[config.mk]
export PLATFORM = sky130hd
export DESIGN_NAME = bac_ctrl
export DESIGN_NICKNAME = d
export VERILOG_FILES = /design/src/rtl/bac_pkg.sv /design/src/rtl/bac_ctrl.sv
export SDC_FILE = /design/constraint.sdc
export NUM_CORES = 1
export LEC_CHECK = 0
export ABC_CLOCK_PERIOD_IN_PS = 1750
export BUFFER_PORTS_ARGS = -buffer_cell sky130_fd_sc_hd__buf_4
export CAP_MARGIN = 30
export CORE_MARGIN = 3
export CORE_UTILIZATION = 44
export CTS_CLUSTER_SIZE = 30
export DETAILED_ROUTE_END_ITERATION = 10
export PLACE_DENSITY = 0.7
export SLEW_MARGIN = 0
export SYNTH_ARGS = -nofsm -noshare
export SYNTH_HDL_FRONTEND = slang
export SYNTH_SLANG_ARGS = --single-unit
[constraint.sdc]
create_clock -name clk_i -period 1.75 [get_ports clk_i]
set_clock_uncertainty 0.05 [all_clocks]
set_input_delay 0.0875 -clock clk_i [delete_from_list [all_inputs] [get_ports clk_i]]
set_output_delay 0.0875 -clock clk_i [all_outputs]
set_load 0.02 [all_outputs]
[src/rtl/bac_pkg.sv]
// Shared types and constants for the block autocorrelation engine.
package bac_pkg;

  localparam int LAG_BITS  = 5;
  localparam int ACC_BITS  = 48;
  localparam int CFG_BITS  = 5;
  localparam logic [CFG_BITS-1:0] HIGHEST_LAG_RESET = 5'd16;

  // Per-cycle controls broadcast from the controller to every cell.
  typedef struct packed {
    logic take;       // sample transfer this cycle
    logic block_end;  // transferred sample closes the block
    logic acc_valid;  // product stage holds a valid product
    logic snap;       // product stage holds the block's last product
    logic shift;      // result transfer, shadow chain moves one cell down
  } cell_ctrl_t;

endpackage

[src/rtl/bac_ctrl.sv]
// Controller: product-stage tracking, input hold-off and result sequencing.
module bac_ctrl #(
  parameter int MAX_LAG = 16
) (
  input  logic                            clk_i,
  input  logic                            rst_ni,
  input  logic [bac_pkg::CFG_BITS-1:0]    highest_lag_i,
  input  logic                            in_valid_i,
  input  logic                            in_block_end_i,
  output logic                            in_ready_o,
  output logic                            out_valid_o,
  input  logic                            out_ready_i,
  output logic [$clog2(MAX_LAG+1)-1:0]    lag_o,
  output logic                            final_o,
  output bac_pkg::cell_ctrl_t             ctrl_o
);

  localparam int CntW = $clog2(MAX_LAG + 1);

  logic            v1_q, e1_q;
  logic            drain_q, drain_d;
  logic [CntW-1:0] cnt_q, cnt_d;
  logic [CntW-1:0] top_q, top_d;
  logic [CntW-1:0] top_w;
  logic            take_w, shift_w, last_w;

  assign top_w = (32'(highest_lag_i) > 32'(MAX_LAG)) ? CntW'(MAX_LAG) : CntW'(highest_lag_i);

  // a closing sample waits until the previous block's results are out of the shadow chain
  assign in_ready_o = !(in_block_end_i && (e1_q || drain_q));
  assign take_w     = in_valid_i && in_ready_o;
  assign shift_w    = drain_q && out_ready_i;
  assign last_w     = (cnt_q == top_q);

  always_ff @(posedge clk_i or negedge rst_ni) begin
    if (!rst_ni) begin
      v1_q <= 1'b0;
      e1_q <= 1'b0;
    end else begin
      v1_q <= take_w;
      e1_q <= take_w && in_block_end_i;
    end
  end

  always_comb begin
    drain_d = drain_q;
    cnt_d   = cnt_q;
    top_d   = top_q;
    if (e1_q) begin
      drain_d = 1'b1;
      cnt_d   = '0;
      top_d   = top_w;
    end else if (shift_w) begin
      if (last_w) begin
        drain_d = 1'b0;
      end else begin
        cnt_d = cnt_q + CntW'(1);
      end
    end
  end

  always_ff @(posedge clk_i or negedge rst_ni) begin
    if (!rst_ni) begin
      drain_q <= 1'b0;
      cnt_q   <= '0;
      top_q   <= '0;
    end else begin
      drain_q <= drain_d;
      cnt_q   <= cnt_d;
      top_q   <= top_d;
    end
  end

  assign out_valid_o = drain_q;
  assign lag_o       = cnt_q;
  assign final_o     = last_w;

  assign ctrl_o.take      = take_w;
  assign ctrl_o.block_end = in_block_end_i;
  assign ctrl_o.acc_valid = v1_q;
  assign ctrl_o.snap      = e1_q;
  assign ctrl_o.shift     = shift_w;

endmodule

# ---- Word-level counts from Yosys, hierarchy flattened
# Cells that the tools add are included.
dict set report word_totals {
  register_bits 13
  in_bits 10
  elab_cells 26
  out_inout_bits 13
}
dict set report classes {
  muxes 7
  reduce_logical 10
  n_eq_ne 2
  add_sub_neg 1
  n_lt_le_gt_ge 1
}
# op n
set op_table {}
lappend op_table {{5-bit two-way mux} 4}
lappend op_table {{5-bit by 1-bit adder with 5-bit output, second input constant} 1}
lappend op_table {{5-bit equality test} 1}
lappend op_table {{5-bit greater-than comparator, second input constant} 1}
lappend op_table {{1-bit logical AND} 4}
lappend op_table {{2-bit AND reduction} 2}
lappend op_table {{2-bit nonzero test} 2}
lappend op_table {{1-bit two-way mux} 3}
lappend op_table {{2-bit by 1-bit inequality test with 1-bit output, second input constant} 1}
lappend op_table {{1-bit zero test} 1}
lappend op_table {{1-bit logical OR} 1}

# ---- Depth between registers and ports, before layout
dict set report logic_depth {
  ltp_word 5
  depth_mapped 5
}

# ---- Least setup slack after synthesis
# Ideal clock, no wire load.
dict set report synth_timing {
  path_type {register to output}
  from {register e1_q}
  to {output ctrl_o[4] in the netlist's numbering}
  slack_ps 131
  stages_incl_launch_ff 5
  arrival_time_ps 1482
  path_cell_list {dfrtp_1 buf_4 o21ai_0 and2_1 buf_4}
}
dict set report synth_via {
  elab_chain_len 4
}
# element line
set synth_lines {}
lappend synth_lines {{start, declared} bac_ctrl.sv:20} ;# logic v1_q, e1_q;
lappend synth_lines {{start signal, assigned} bac_ctrl.sv:41} ;# e1_q <= take_w && in_block_end_i;
lappend synth_lines {{1-bit logical OR} bac_ctrl.sv:30} ;# assign in_ready_o = !(in_block_end_i && (e1_q || drain_q));
lappend synth_lines {{1-bit logical AND} bac_ctrl.sv:30}
lappend synth_lines {{1-bit zero test} bac_ctrl.sv:30}
lappend synth_lines {{via in_ready_o} bac_ctrl.sv:10} ;# output logic in_ready_o,
lappend synth_lines {{1-bit logical AND} bac_ctrl.sv:31} ;# assign take_w = in_valid_i && in_ready_o;
lappend synth_lines {{end, declared} bac_ctrl.sv:15} ;# output bac_pkg::cell_ctrl_t ctrl_o
# The timed path passes the listed nets, and every way through them passes these cells.

# ---- Worst setup path in the final report
dict set report layout_timing {
  from {register cnt_q[3], in the netlist lag_o[3]}
  to {output final_o}
}
dict set report layout_via {
  elab_chain_len 1
}
# element line
set layout_lines {}
lappend layout_lines {{start, declared} bac_ctrl.sv:22} ;# logic [CntW-1:0] cnt_q, cnt_d;
lappend layout_lines {{start signal, assigned} bac_ctrl.sv:69} ;# cnt_q <= cnt_d;
lappend layout_lines {{5-bit equality test} bac_ctrl.sv:33} ;# assign last_w = (cnt_q == top_q);
lappend layout_lines {{end, declared} bac_ctrl.sv:14} ;# output logic final_o,
# Every way passes these cells.

==> PnR_summary.wiki <==
{| class="wikitable"
! Metric !! Value
|-
| Critical path data required time || 1.61 ns
|-
| Setup violations, final || 0
|-
| Starting density of the core || 47.8%
|-
| Layout Nets || 106
|-
| Slowest Stage Delay on Critical Path || 0.43 ns
|-
| Number of nets with antenna violations after routing || 0
|-
| Switching share of power || 40.0%
|-
| Hold violation count in the final report || 0
|-
| Top-Level Pins || 23
|-
| Port Buf Inserts || 22
|-
| Gpl congestion || 0.822
|-
| Filler cell count || 131
|-
| Top cells by area in the synthesized netlist || sky130_fd_sc_hd__dfrtp_1 44%, sky130_fd_sc_hd__buf_4 6.0%, sky130_fd_sc_hd__xor2_1 5.9%, sky130_fd_sc_hd__mux2_1 4.5%, sky130_fd_sc_hd__nand3b_1 4.0%
|-
| Detailed Route Iter0 Violations || 3
|-
| Wire length of the first global-routing pass || 2040 µm
|-
| Total detailed-routing wirelength || 1290 µm
|-
| Critical Path End Type || output port
|-
| RSZ-0062 raised after global routing || false
|-
| WHS Endpoint || top_q[1]
|-
| Cell at the root of the clock tree || sky130_fd_sc_hd__clkbuf_4
|-
| Placeable core area || 0.00156 mm²
|-
| Sequential cell area in the final layout || 325 µm²
|-
| Worst slack on hold paths || 0.00944 ns
|-
| Max IR drop VDD || 637 µV
|-
| Kind of critical path || flip-flop to output port
|-
| Clock transition at the registers of the reported paths || 0.08 ns
|-
| Via count of the first global-routing pass || 466
|-
| Transition time at the pin with the least slew margin || 0.370 ns
|-
| Antenna violations before repair || 0
|-
| Avg Cell Area, Syn || 10.5 µm²
|-
| Setup slack of the most critical reg-to-reg path || 0.22 ns
|-
| Area enclosed by the die boundary || 0.00223 mm²
|-
| Global route overflow || 0
|-
| Worst R2R Start || lag_o[2]
|-
| Max-cap violation count || 0
|-
| Largest net degree at the start of global routing || 14
|-
| Global-route usage over all layers || 13.0%
|-
| Sequential element share of the synthesized area || 43.6%
|-
| Net count after synthesis || 82
|-
| Max Transition Viols Final || 0
|-
| R2r endpoint || lag_o[2]
|-
| Critical path arrival || 1.49 ns
|-
| P_sw || 0.503 mW
|-
| Internal power summed over all cells || 0.754 mW
|-
| Area of combinational cells with multiple inputs || 344 µm²
|-
| Fmax achieved || 615 MHz
|-
| FF+latch count, synth || 13
|-
| Nature of the critical path startpoint || flip-flop
|-
| Proportion of power drawn by flip-flops and latches || 38.2%
|-
| Count of warnings emitted by yosys || 0
|-
| Part of the power in combinational logic || 47.6%
|-
| Total iterations of the first detailed-routing run || 4
|-
| Die Width || 47.2 µm
|-
| Worst slew margin || 75.3%
|-
| Final min period || 1.62 ns
|-
| TritonCTS buffer count || 3
|-
| Series of cell instances along the critical path || xor2_1 > nor3_4 > and2_2 > buf_4
|-
| Total number of placement rows || 14
|-
| Clock share of power || 14.2%
|-
| Worst hold path stage count || 3
|-
| Share of Yosys cell area claimed by the top area cell type || 43.6%
|-
| Layout Utilization || 60.5%
|-
| Die boundary height || 47.2 µm
|-
| Power per standard cell area || 1330 mW/mm²
|-
| Tcrit/Tclk final || 92.9%
|-
| Proportion of layout cells with a drive suffix above 1 || 36.2%
|-
| Max FO, Critical Path || 6
|-
| Post CTS Setup Buffer Count || 0
|-
| Routed via count divided by cell count || 4.95
|-
| Final antenna diode count || 0
|-
| CTS Sinks || 13
|-
| Pleak || 0.478 nW
|-
| Number of vias in the routed layout || 544
|-
| Dominant cell type by area after synthesis || sky130_fd_sc_hd__dfrtp_1
|-
| Drc violations || 0
|-
| Outcome || complete, no violations
|-
| Clock latency of the later-clocked register in the worst-skew pair || 0.27 ns
|-
| Per-cell routed wire length || 11.7 µm
|-
| Cell count of the worst reg-to-reg path || 4
|-
| CTS tree || yes
|-
| Startpoint of the most critical hold path || highest_lag_i[1]
|-
| Post-synth cell types || 28
|-
| Setup Total Neg Slack || 0 ns
|-
| Longest Clk Path Bufs || 2
|-
| Min-delay worst type || input port to flip-flop
|-
| Cell with the biggest individual delay on the critical path || sky130_fd_sc_hd__dfrtp_1
|-
| Synthesized instance count || 71
|-
| Area of the mapped netlist || 746 µm²
|-
| Max H-tree Level || 1
|-
| Layout Area Growth over Synthesis || 26.5%
|}
-- power by group through the flow --
stage | clock network [mW] | logic [mW] | registers [mW]
global placement | 0 | 0.566 | 0.483
detailed placement | 0 | 0.577 | 0.488
CTS | 0.190 | 0.585 | 0.482
finish | 0.179 | 0.598 | 0.480
global route | 0.204 | 0.656 | 0.497
floorplan | 0 | 0.372 | 0.520
-- per-stage QoR --
| stage | power (mW) | std cells | instance area, µm² | setup WS (ns) |
|---|---|---|---|---|
| after floorplan | 0.893 | 71 | 746 | 0.131 |
| after global placement | 1.05 | 102 | 871 | 0.201 |
| after detailed placement | 1.06 | 102 | 871 | 0.124 |
| after CTS | 1.26 | 110 | 937 | 0.0366 |
| after global routing | 1.36 | 110 | 943 | 0.0229 |
| final | 1.26 | 110 | 943 | 0.125 |
-- timing repair --
action	CTS	global route
hold buffers	4	0
gates resized for setup	0	1
setup endpoints to repair	1	1
pin swaps	1	0
hold endpoints to repair	16	0
-- final cells by class --
cell class                 count  area share [%]
tap                           16            2.12
timing repair buffer          27            22.5
sequential                    13            34.5
multi-input combinational     46            36.5
clock buffer                   4            2.79
inverter                       4            1.59
-- cells in the mapped netlist --
cell type / n
sky130_fd_sc_hd__and2_2: 1
sky130_fd_sc_hd__nor2b_1: 1
sky130_fd_sc_hd__and2b_2: 2
sky130_fd_sc_hd__nand2b_1: 2
sky130_fd_sc_hd__buf_6: 2
sky130_fd_sc_hd__and2b_1: 1
sky130_fd_sc_hd__mux2_2: 1
sky130_fd_sc_hd__nand3b_1: 4
sky130_fd_sc_hd__nor2_2: 1
sky130_fd_sc_hd__nor2_1: 4
sky130_fd_sc_hd__nor3_2: 1
sky130_fd_sc_hd__mux2i_1: 1
sky130_fd_sc_hd__and2_1: 2
sky130_fd_sc_hd__a21oi_1: 3
sky130_fd_sc_hd__mux2_4: 1
sky130_fd_sc_hd__and3_1: 1
sky130_fd_sc_hd__inv_1: 4
sky130_fd_sc_hd__a21boi_2: 1
sky130_fd_sc_hd__ha_1: 1
sky130_fd_sc_hd__a21o_1: 1
sky130_fd_sc_hd__nand2_1: 1
sky130_fd_sc_hd__dfrtp_1: 13
sky130_fd_sc_hd__nand3_1: 1
sky130_fd_sc_hd__xor2_1: 5
sky130_fd_sc_hd__mux2_1: 3
sky130_fd_sc_hd__o21ai_0: 5
sky130_fd_sc_hd__buf_4: 6
sky130_fd_sc_hd__nand4_1: 2
-- metal layers --
layer | up-vias | track usage [%] | part of all wire, %
met2 | 15 | 20.1 | 48
met5 | - | 0 | 0
met1 | 249 | 16.8 | 47
met4 | 0 | 7.18 | 0
met3 | 0 | 2.68 | 4.7
li1 | 280 | - | -
-- worst max path at each step --
| stage | startpoint | end |
|---|---|---|
| detailed placement | lag_o[2] | lag_o[2] |
| CTS | lag_o[3] | final_o |
| floorplan | e1_q | ctrl_o[4] |
| global placement | lag_o[2] | lag_o[2] |
| finish | lag_o[3] | final_o |
| global route | lag_o[3] | final_o |
-- sequential cells by signal, indices dropped and copies added, names as in the netlist --
signal and cells:
lag_o 5, v1_q 1, top_q 5, e1_q 1, out_valid_o 1
-- cells in the final DEF, fill, tap and decap left out, types with 2 or more instances in the layout --
master                          synthesis  layout
sky130_fd_sc_hd__a21oi_1                3       3
sky130_fd_sc_hd__and2_1                 2       2
sky130_fd_sc_hd__and2b_2                2       2
sky130_fd_sc_hd__buf_4                  6      23
sky130_fd_sc_hd__clkbuf_4               0       3
sky130_fd_sc_hd__dfrtp_1               13      13
sky130_fd_sc_hd__dlygate4sd3_1          0       4
sky130_fd_sc_hd__inv_1                  4       4
sky130_fd_sc_hd__mux2_1                 3       3
sky130_fd_sc_hd__nand2b_1               2       2
sky130_fd_sc_hd__nand3b_1               4       4
sky130_fd_sc_hd__nand4_1                2       2
sky130_fd_sc_hd__nor2_1                 4       4
sky130_fd_sc_hd__o21ai_0                5       5
sky130_fd_sc_hd__xor2_1                 5       5
-- critical path, delay by kind of cell (launching register included) --
family	cells	cell delay, ns
and+or+nand+nor	2	0.46
DFF	1	0.43
xor gates and xnor gates	1	0.20
buffers and inverters	1	0.13
-- cells by family after synthesis --
family / count (synthesis) / synth area share [%]
compound gates: 10 / 7.89
xor+xnor: 5 / 5.87
fa+ha+maj: 1 / 1.68
buf+inv: 12 / 11.1
flops: 13 / 43.6
mux: 6 / 9.40
simple gates: 24 / 20.5
No activity file was read; power rests on OpenSTA's default activity.
